## src/sv/rsg_pkg.sv

```systemverilog
// Shared types and constants for the recording startup gate.
package rsg_pkg;

   localparam int unsigned REQ_TYPE_W = 4;
   localparam int unsigned COUNT_W    = 16;
   localparam int unsigned STAMP_W    = 32;
   localparam int unsigned INDEX_W    = 32;
   localparam int unsigned CSR_ADDR_W = 2;
   localparam int unsigned CSR_DATA_W = 16;
   localparam int unsigned REQ_DATA_W = 88;
   localparam int unsigned RSP_DATA_W = 8;

   typedef enum logic [REQ_TYPE_W-1:0] {
      REQ_ENC_READY     = 4'd0,
      REQ_WR_READY      = 4'd1,
      REQ_TAKE          = 4'd2,
      REQ_ARM           = 4'd3,
      REQ_DISARM        = 4'd4,
      REQ_TRY_START     = 4'd5,
      REQ_FIRST_FILE    = 4'd6,
      REQ_FRAME_WRITTEN = 4'd7,
      REQ_QUERY         = 4'd8
   } req_code_type;

   typedef enum logic [1:0] {
      PHASE_IDLE      = 2'd0,
      PHASE_ARMED     = 2'd1,
      PHASE_RECORDING = 2'd2
   } phase_type;

   typedef enum logic [CSR_ADDR_W-1:0] {
      CSR_QUEUE_START_LEVEL = 2'd0,
      CSR_ARM_WAIT_MS       = 2'd1,
      CSR_SKIP_FRAMES       = 2'd2
   } csr_index_type;

   typedef struct packed {
      logic [COUNT_W-1:0] queue_start_level;
      logic [COUNT_W-1:0] arm_wait_ms;
      logic [COUNT_W-1:0] skip_frames;
   } cfg_type;

   typedef struct packed {
      logic [REQ_TYPE_W-1:0] req_type;
      logic                  take_value;
      logic [COUNT_W-1:0]    queue_depth;
      logic [STAMP_W-1:0]    now_ms;
      logic [INDEX_W-1:0]    frame_number;
   } item_type;

   typedef struct packed {
      logic       start_ok;
      logic       ignore_frame;
      logic       cadence_on;
      logic [1:0] phase_now;
   } result_type;

endpackage

```

## src/sv/rsg_csr.sv

```systemverilog
// Configuration register file of the recording startup gate.
module rsg_csr (
   input  logic                                clock,
   input  logic                                reset,
   input  logic                                wr_en,
   input  logic [rsg_pkg::CSR_ADDR_W-1:0]      wr_index,
   input  logic [rsg_pkg::CSR_DATA_W-1:0]      wr_data,
   output rsg_pkg::cfg_type                    cfg
);

   rsg_pkg::cfg_type cfg_ff;
   rsg_pkg::cfg_type cfg_in;

   always_comb begin
      cfg_in = cfg_ff;
      if (wr_en) begin
         case (wr_index)
            rsg_pkg::CSR_QUEUE_START_LEVEL: cfg_in.queue_start_level = wr_data;
            rsg_pkg::CSR_ARM_WAIT_MS:       cfg_in.arm_wait_ms       = wr_data;
            rsg_pkg::CSR_SKIP_FRAMES:       cfg_in.skip_frames       = wr_data;
            default:                        cfg_in = cfg_ff;
         endcase
      end
   end

   always_ff @(posedge clock) begin
      if (reset) begin
         cfg_ff <= '0;
      end else begin
         cfg_ff <= cfg_in;
      end
   end

   assign cfg = cfg_ff;

endmodule

```

## src/sv/rsg_core.sv

```systemverilog
// Phase and readiness state of the startup gate with its per-event update logic.
module rsg_core (
   input  logic                   clock,
   input  logic                   reset,
   input  logic                   fire,
   input  rsg_pkg::item_type      item,
   input  rsg_pkg::cfg_type       cfg,
   output rsg_pkg::result_type    result
);

   rsg_pkg::phase_type               phase_ff, phase_in;
   logic                             encoder_ok_ff, encoder_ok_in;
   logic                             writer_ok_ff, writer_ok_in;
   logic                             take_ok_ff, take_ok_in;
   logic                             first_file_ff, first_file_in;
   logic                             cadence_ff, cadence_in;
   logic [rsg_pkg::COUNT_W-1:0]      written_ff, written_in;
   logic [rsg_pkg::STAMP_W-1:0]      arm_stamp_ff, arm_stamp_in;

   logic [rsg_pkg::STAMP_W-1:0]      elapsed;
   logic                             q_ready;
   logic                             t_ready;
   logic                             check_cadence;
   logic                             start_ok;
   logic                             ignore_frame;

   assign elapsed = item.now_ms - arm_stamp_ff;
   assign q_ready = item.queue_depth >= cfg.queue_start_level;
   assign t_ready = (cfg.arm_wait_ms == '0)
                    || (elapsed >= {{(rsg_pkg::STAMP_W-rsg_pkg::COUNT_W){1'b0}},
                                    cfg.arm_wait_ms});

   always_comb begin
      phase_in      = phase_ff;
      encoder_ok_in = encoder_ok_ff;
      writer_ok_in  = writer_ok_ff;
      take_ok_in    = take_ok_ff;
      first_file_in = first_file_ff;
      cadence_in    = cadence_ff;
      written_in    = written_ff;
      arm_stamp_in  = arm_stamp_ff;
      check_cadence = 1'b0;
      start_ok      = 1'b0;
      ignore_frame  = 1'b0;

      case (item.req_type)
         rsg_pkg::REQ_ENC_READY: begin
            encoder_ok_in = 1'b1;
            check_cadence = 1'b1;
         end
         rsg_pkg::REQ_WR_READY: begin
            writer_ok_in  = 1'b1;
            check_cadence = 1'b1;
         end
         rsg_pkg::REQ_TAKE: begin
            take_ok_in = item.take_value;
            if (!item.take_value) begin
               cadence_in    = 1'b0;
               first_file_in = 1'b0;
               written_in    = '0;
            end
            check_cadence = 1'b1;
         end
         rsg_pkg::REQ_ARM: begin
            phase_in      = rsg_pkg::PHASE_ARMED;
            arm_stamp_in  = item.now_ms;
            cadence_in    = 1'b0;
            first_file_in = 1'b0;
            written_in    = '0;
         end
         rsg_pkg::REQ_DISARM: begin
            phase_in      = rsg_pkg::PHASE_IDLE;
            cadence_in    = 1'b0;
            first_file_in = 1'b0;
            written_in    = '0;
            take_ok_in    = 1'b0;
         end
         rsg_pkg::REQ_TRY_START: begin
            if (phase_ff != rsg_pkg::PHASE_ARMED) begin
               start_ok = (phase_ff == rsg_pkg::PHASE_RECORDING);
            end else if (take_ok_ff && (q_ready || t_ready)) begin
               phase_in      = rsg_pkg::PHASE_RECORDING;
               cadence_in    = 1'b0;
               first_file_in = 1'b0;
               written_in    = '0;
               start_ok      = 1'b1;
            end
         end
         rsg_pkg::REQ_FIRST_FILE: begin
            first_file_in = 1'b1;
            check_cadence = 1'b1;
         end
         rsg_pkg::REQ_FRAME_WRITTEN: begin
            if (written_ff != {rsg_pkg::COUNT_W{1'b1}}) begin
               written_in = written_ff + 1'b1;
            end
            check_cadence = 1'b1;
         end
         rsg_pkg::REQ_QUERY: begin
            ignore_frame = item.frame_number
                           < {{(rsg_pkg::INDEX_W-rsg_pkg::COUNT_W){1'b0}},
                              cfg.skip_frames};
         end
         default: begin
            check_cadence = 1'b0;
         end
      endcase

      if (check_cadence && (phase_in == rsg_pkg::PHASE_RECORDING) && encoder_ok_in
          && writer_ok_in && take_ok_in && first_file_in
          && (written_in >= cfg.skip_frames)) begin
         cadence_in = 1'b1;
      end
   end

   always_ff @(posedge clock) begin
      if (reset) begin
         phase_ff      <= rsg_pkg::PHASE_IDLE;
         encoder_ok_ff <= 1'b0;
         writer_ok_ff  <= 1'b0;
         take_ok_ff    <= 1'b0;
         first_file_ff <= 1'b0;
         cadence_ff    <= 1'b0;
         written_ff    <= '0;
         arm_stamp_ff  <= '0;
      end else if (fire) begin
         phase_ff      <= phase_in;
         encoder_ok_ff <= encoder_ok_in;
         writer_ok_ff  <= writer_ok_in;
         take_ok_ff    <= take_ok_in;
         first_file_ff <= first_file_in;
         cadence_ff    <= cadence_in;
         written_ff    <= written_in;
         arm_stamp_ff  <= arm_stamp_in;
      end
   end

   assign result.start_ok     = start_ok;
   assign result.ignore_frame = ignore_frame;
   assign result.cadence_on   = cadence_in;
   assign result.phase_now    = phase_in;

endmodule

```

## src/sv/recording_startup_gate_unit.sv

```systemverilog
// Top level of the recording startup gate: event and response streams, registers.
//
// Events enter on the req_ stream, one word per event: req_tuser carries the
// event code and req_tdata its arguments. Every event yields exactly one
// response word on the rsp_ stream, in order, reporting the start result,
// the frame-ignore answer, the cadence flag and the phase after the event.
// The csr_ channel writes the three configuration registers; it is always
// ready and should only be used while no events are in flight.
// An accepted event is held in an input register; the phase logic consumes it
// from there and the response is loaded into the output register, which then
// presents it on the rsp_ stream. One event per cycle is sustained while the
// receiver does not stall; the per-event update of the phase state sets this rate.
// If the receiver stalls, the output register holds its word and the input
// register can still take one more event before req_tready drops.
// Synchronous reset returns the gate to idle with all readiness flags,
// counters and configuration registers cleared and both streams empty.
module recording_startup_gate_unit (
   input  logic                                clock,
   input  logic                                reset,
   input  logic                                req_tvalid,
   output logic                                req_tready,
   // [0] take_value, [16:1] queue_depth, [48:17] now_ms, [80:49] frame_number
   input  logic [rsg_pkg::REQ_DATA_W-1:0]      req_tdata,
   // [3:0] req_type
   input  logic [rsg_pkg::REQ_TYPE_W-1:0]      req_tuser,
   output logic                                rsp_tvalid,
   input  logic                                rsp_tready,
   // [0] start_ok, [1] ignore_frame, [2] cadence_on, [4:3] phase_now
   output logic [rsg_pkg::RSP_DATA_W-1:0]      rsp_tdata,
   input  logic                                csr_valid,
   output logic                                csr_ready,
   input  logic [rsg_pkg::CSR_ADDR_W-1:0]      csr_index,
   input  logic [rsg_pkg::CSR_DATA_W-1:0]      csr_data
);

   logic                  in_valid_ff, in_valid_in;
   rsg_pkg::item_type     in_item_ff, in_item_in;
   logic                  out_valid_ff, out_valid_in;
   rsg_pkg::result_type   out_res_ff, out_res_in;
   rsg_pkg::result_type   core_res;
   rsg_pkg::cfg_type      cfg;
   logic                  advance;
   logic                  req_fire;

   assign csr_ready = 1'b1;

   rsg_csr u_csr (
      .clock    (clock),
      .reset    (reset),
      .wr_en    (csr_valid),
      .wr_index (csr_index),
      .wr_data  (csr_data),
      .cfg      (cfg)
   );

   assign advance    = in_valid_ff && (!out_valid_ff || rsp_tready);
   assign req_tready = !in_valid_ff || advance;
   assign req_fire   = req_tvalid && req_tready;

   rsg_core u_core (
      .clock  (clock),
      .reset  (reset),
      .fire   (advance),
      .item   (in_item_ff),
      .cfg    (cfg),
      .result (core_res)
   );

   always_comb begin
      in_item_in              = in_item_ff;
      in_item_in.req_type     = req_tuser;
      in_item_in.take_value   = req_tdata[0];
      in_item_in.queue_depth  = req_tdata[16:1];
      in_item_in.now_ms       = req_tdata[48:17];
      in_item_in.frame_number = req_tdata[80:49];
      if (!req_fire) begin
         in_item_in = in_item_ff;
      end
      in_valid_in = req_fire || (in_valid_ff && !advance);
      out_res_in   = advance ? core_res : out_res_ff;
      out_valid_in = advance || (out_valid_ff && !rsp_tready);
   end

   always_ff @(posedge clock) begin
      if (reset) begin
         in_valid_ff  <= 1'b0;
         out_valid_ff <= 1'b0;
      end else begin
         in_valid_ff  <= in_valid_in;
         out_valid_ff <= out_valid_in;
      end
      in_item_ff <= in_item_in;
      out_res_ff <= out_res_in;
   end

   assign rsp_tvalid = out_valid_ff;
   assign rsp_tdata  = {3'b000, out_res_ff.phase_now, out_res_ff.cadence_on,
                        out_res_ff.ignore_frame, out_res_ff.start_ok};

   a_cadence_only_recording : assert property (@(posedge clock) disable iff (reset)
      out_valid_ff && out_res_ff.cadence_on
      |-> out_res_ff.phase_now == rsg_pkg::PHASE_RECORDING)
      else $error("cadence reported outside the recording phase");

   a_start_ok_recording : assert property (@(posedge clock) disable iff (reset)
      out_valid_ff && out_res_ff.start_ok
      |-> out_res_ff.phase_now == rsg_pkg::PHASE_RECORDING)
      else $error("start reported without recording phase");

   a_single_answer : assert property (@(posedge clock) disable iff (reset)
      out_valid_ff |-> !(out_res_ff.start_ok && out_res_ff.ignore_frame))
      else $error("start and ignore answers both set");

   a_hold_pending_event : assert property (@(posedge clock) disable iff (reset)
      in_valid_ff && out_valid_ff && !rsp_tready
      |=> in_valid_ff && $stable(in_item_ff))
      else $error("pending event lost while the response stalled");

endmodule

```

## config.mk

```make
export PLATFORM = sky130hd
export DESIGN_NAME = recording_startup_gate_unit
export DESIGN_NICKNAME = d
export VERILOG_FILES = /design/src/sv/rsg_pkg.sv /design/src/sv/rsg_csr.sv /design/src/sv/rsg_core.sv /design/src/sv/recording_startup_gate_unit.sv
export SDC_FILE = /design/constraint.sdc
export NUM_CORES = 1
export LEC_CHECK = 0
export BUFFER_PORTS_ARGS = -buffer_cell sky130_fd_sc_hd__buf_2
export CORE_MARGIN = 3
export CORE_UTILIZATION = 40
export CTS_CLUSTER_SIZE = 8
export DETAILED_ROUTE_END_ITERATION = 8
export PLACE_DENSITY = 0.67
export SLEW_MARGIN = 20
export SYNTH_ARGS = -nofsm -noshare
export SYNTH_HDL_FRONTEND = slang
export SYNTH_SLANG_ARGS = --single-unit
```

## constraint.sdc

```tcl
create_clock -name clock -period 7.2 [get_ports clock]
set_input_delay 0.36 -clock clock [delete_from_list [all_inputs] [get_ports clock]]
set_output_delay 0.36 -clock clock [all_outputs]
set_load 0.02 [all_outputs]
```

==> flow_summary.toml <==
[worst_setup_path]
delay_of_the_slowest_cell_on_the_worst_path_ps = 400
cp_data_arrival_time_ps = 6660
cp_slowest_cell = "sky130_fd_sc_hd__fa_1"
path_max_fanout = 5
worst-setup-path-type = "reg -> reg"
critPathLaunchType = "register"
cp-end-kind = "register"
required_ps = 7410

[floorplanning]
site_rows = 60
dieHeight_um = 173
design.die.area_um2 = 29900
design.core.area_um2 = 27200
x_dimension_of_the_die_um = 173
design.portCount = 126
initial_core_util = 0.411

[timing]
report.final.setup_viol = 0
shortest_clock_period_the_worst_path_allows_after_layout_ps = 6450
timing_limited_maximum_frequency_mhz = 155
setup-tns-final_ps = 0
layout_worst_path_cycle_share = 0.896
final-max-slew-violation-count = 0
grt_setup_unrepaired = "no"
finClkSkew_ps = 20.7
hold_violations = 0
max_slew_margin = 0.371
layout_setup_ws_ps = 751
worst-slew-pin-transition_ps = 940

[power]
maximum_vdd_drop_mv = 0.169
power_frac_clock = 0.387
share_of_total_power_in_combinational_logic = 0.131
p_sw_frac = 0.289
net_switching_component_of_the_power_mw = 0.734
power.static_leakage_nw = 4.57
seq_power_share = 0.482
total_power_mw = 2.54
power.density_cell_area_nw_per_um2 = 201
p_int_mw = 1.81

[job]
cap_viol_max_count = 0

[final_layout]
postLayoutCellArea_um2 = 12700
antenna-diode-count = 0
layout.nets = 1570
layout-drive-gt1-share = 0.138
layout-area-overhead-vs-synth_pct = 13.6

[yosys]
yosys.area.top_type = "sky130_fd_sc_hd__edfxtp_1"
synth-main-ff-cell = "sky130_fd_sc_hd__dfxtp_1"
share_of_flip_flops_with_an_asynchronous_set_or_reset = 0
synth_seq_area_share = 0.430
ys_ff_latch = 195
synth.top_cells.by_area = "sky130_fd_sc_hd__edfxtp_1, sky130_fd_sc_hd__dfxtp_1, sky130_fd_sc_hd__ha_1"
netlist_area_um2 = 11200
netlist-cell-type-count = 80
synth_enable_flop_cells = 90
yosysWarnings = 0
post_synth_inst_count = 1274
average_footprint_of_a_synthesized_cell_um2 = 8.76
netlist.area_leader.share = 0.242

[clock_network]
cts_sinks = 195
clk_pin_slew_worst_paths_ps = 90
clock_insertion_delay_worst_skew_ps = 450
cts_max_level = 4
cts_root_buf = "sky130_fd_sc_hd__clkbuf_16"
cts_buffers = 17
holdBufCountCts = 0
max_root_sink_buffers = 2
tritoncts_clock_tree = "yes"

[detailed_routing]
routed_wirelength_um = 27200
drt_pass1_iterations = 5
drt_drc_violations_left = 0
vias = 9324
drtAntennaViolNets = 0
vias_per_cell = 5.35
drt_iter0_drc = 624
wl_per_cell_um = 15.6

[grt]
grt_pass1_wl_um = 44600
number_of_antenna_violations_at_the_first_check_in_global_routing = 0
grt_start_max_net_pins = 101
first_global_vias = 9038
gr-usage-all-layers = 0.180
grt-ovfl-total = 0

[place]
gp_routability_congestion = 0.888
dp.final_hpwl_um = 20200
io_buffer_count = 114
dpl_worst_slack_ps = 435
area_after_dpl_um2 = 12000

[run_status]
status = "finished clean"

[worst_hold_path]
hold_path_class = "in -> reg"
cell families after synthesis:
logic type | Yosys count | share of synthesized area
mux | 2 | 0.00191
compound gates | 360 | 0.203
buf+inv | 154 | 0.0551
flops | 195 | 0.430
other cells | 2 | 0.000673
fa+ha+maj | 96 | 0.108
xor+xnor | 20 | 0.0157
simple gates | 445 | 0.185
registers in the layout (all words and copies together), names as in the netlist:
| register | flops |
|---|---|
| u_core.arm_stamp_ff | 32 |
| u_core.writer_ok_ff | 1 |
| rsp_tdata | 5 |
| u_core.encoder_ok_ff | 1 |
| u_csr.cfg | 48 |
| u_core.cadence_ff | 1 |
| u_core.take_ok_ff | 1 |
| rsp_tvalid | 1 |
| u_core.written_ff | 16 |
| u_core.phase_ff | 2 |
| in_item_ff | 85 |
| in_valid_ff | 1 |
| u_core.first_file_ff | 1 |
final cells by class:
type	instances	area [µm²]
clock buffer	17	425
clock inverter	15	189
fill	2626	14500
inverter	95	357
multi-input combinational	927	5780
sequential	195	4800
tap	372	465
timing repair buffer	123	664
repair_timing:
action	4_1_cts	5_1_grt
buffers inserted	0	2
gates resized for setup	0	5
setup endpoints to repair	0	2
critical path: cells and delay by family (launching register included):
| family | cells | cell delay [ps] |
|---|---|---|
| AND/OR/NAND/NOR | 9 | 1280 |
| adder cells (fa/ha/maj) | 4 | 1140 |
| flip-flops | 1 | 350 |
| buffers and inverters | 1 | 50 |
| AO/OA/AOI/OAI | 17 | 3200 |
| XOR/XNOR | 1 | 160 |
final timing paths:
check                           from  slack (ps)  cells past startpoint                 endpoint
max                   in_item_ff[32]         750                     32             rsp_tdata[2]
min                    req_tdata[59]          70                      1           in_item_ff[10]
max reg2reg           in_item_ff[32]         750                     32             rsp_tdata[2]
min reg2reg  u_core.arm_stamp_ff[29]         460                      2  u_core.arm_stamp_ff[29]
placed cells by master (no fill, tap or decap), drive strengths merged, types with 11 or more instances in the layout:
cell / Yosys / final
nor2b: 14 / 14
nand2b: 18 / 18
o21a: 18 / 18
ha: 95 / 95
nor3: 20 / 20
a21o: 22 / 22
inv: 95 / 104
o21ai: 48 / 48
nor2: 69 / 69
nor4: 16 / 16
nand3: 22 / 22
dfxtp: 105 / 105
a31oi: 20 / 20
clkbuf: 43 / 17
nand2: 227 / 227
a21oi: 168 / 168
edfxtp: 90 / 90
xor2: 11 / 11
nand4: 19 / 19
buf: 16 / 123
a211oi: 22 / 22
o211ai: 11 / 11
cell usage after synthesis (3+ instances only):
| cell type | instances |
|---|---|
| sky130_fd_sc_hd__nand2_1 | 226 |
| sky130_fd_sc_hd__a21oi_1 | 166 |
| sky130_fd_sc_hd__dfxtp_1 | 105 |
| sky130_fd_sc_hd__ha_1 | 95 |
| sky130_fd_sc_hd__inv_1 | 95 |
| sky130_fd_sc_hd__edfxtp_1 | 90 |
| sky130_fd_sc_hd__nor2_1 | 69 |
| sky130_fd_sc_hd__o21ai_0 | 44 |
| sky130_fd_sc_hd__clkbuf_1 | 43 |
| sky130_fd_sc_hd__a21o_1 | 22 |
| sky130_fd_sc_hd__nand3_1 | 22 |
| sky130_fd_sc_hd__a31oi_1 | 20 |
| sky130_fd_sc_hd__nor3_1 | 20 |
| sky130_fd_sc_hd__nand4_1 | 18 |
| sky130_fd_sc_hd__nand2b_1 | 17 |
| sky130_fd_sc_hd__o21a_1 | 17 |
| sky130_fd_sc_hd__a211oi_1 | 15 |
| sky130_fd_sc_hd__nor2b_1 | 14 |
| sky130_fd_sc_hd__nor4_1 | 14 |
| sky130_fd_sc_hd__o211ai_1 | 11 |
| sky130_fd_sc_hd__xor2_1 | 11 |
| sky130_fd_sc_hd__and3_1 | 9 |
| sky130_fd_sc_hd__xnor2_1 | 9 |
| sky130_fd_sc_hd__a211oi_2 | 7 |
| sky130_fd_sc_hd__a311oi_1 | 6 |
| sky130_fd_sc_hd__buf_2 | 6 |
| sky130_fd_sc_hd__o2111ai_1 | 6 |
| sky130_fd_sc_hd__and2_1 | 5 |
| sky130_fd_sc_hd__o31ai_1 | 5 |
| sky130_fd_sc_hd__or3_1 | 5 |
| sky130_fd_sc_hd__buf_1 | 4 |
| sky130_fd_sc_hd__buf_4 | 4 |
| sky130_fd_sc_hd__o21ai_1 | 4 |
| sky130_fd_sc_hd__o21bai_1 | 4 |
| sky130_fd_sc_hd__a311oi_2 | 3 |
| sky130_fd_sc_hd__nand4b_1 | 3 |
| sky130_fd_sc_hd__o22ai_1 | 3 |
| sky130_fd_sc_hd__or2_2 | 3 |
through the flow:
stage / hold slack, ps / util / std cells
3_5_place_dp: 446 / 0.442 / 1709
4_1_cts: 59.1 / 0.464 / 1741
3_3_place_gp: 442 / 0.442 / 1709
2_1_floorplan: 436 / - / 1276
6_report: 73.1 / 0.467 / 1744
5_1_grt: 51.7 / 0.467 / 1744
routing by layer:
layer  global-route usage  share of wire  vias up
li1                     -              -     4713
met1                0.231           0.45     4370
met2                0.311           0.49      214
met3               0.0373          0.049       27
met4               0.0453          0.015        0
met5                    0              0        -
power groups by stage:
stage                     Sequential (mW)  Clock, mW  Combinational (mW)
after floorplan                      1.25          0               0.230
after global routing                 1.23       1.05               0.377
after global placement               1.25          0               0.323
final                                1.23      0.984               0.333
after detailed placement             1.25          0               0.328
after CTS                            1.23       1.01               0.330
(Power assumes the default switching activity.)
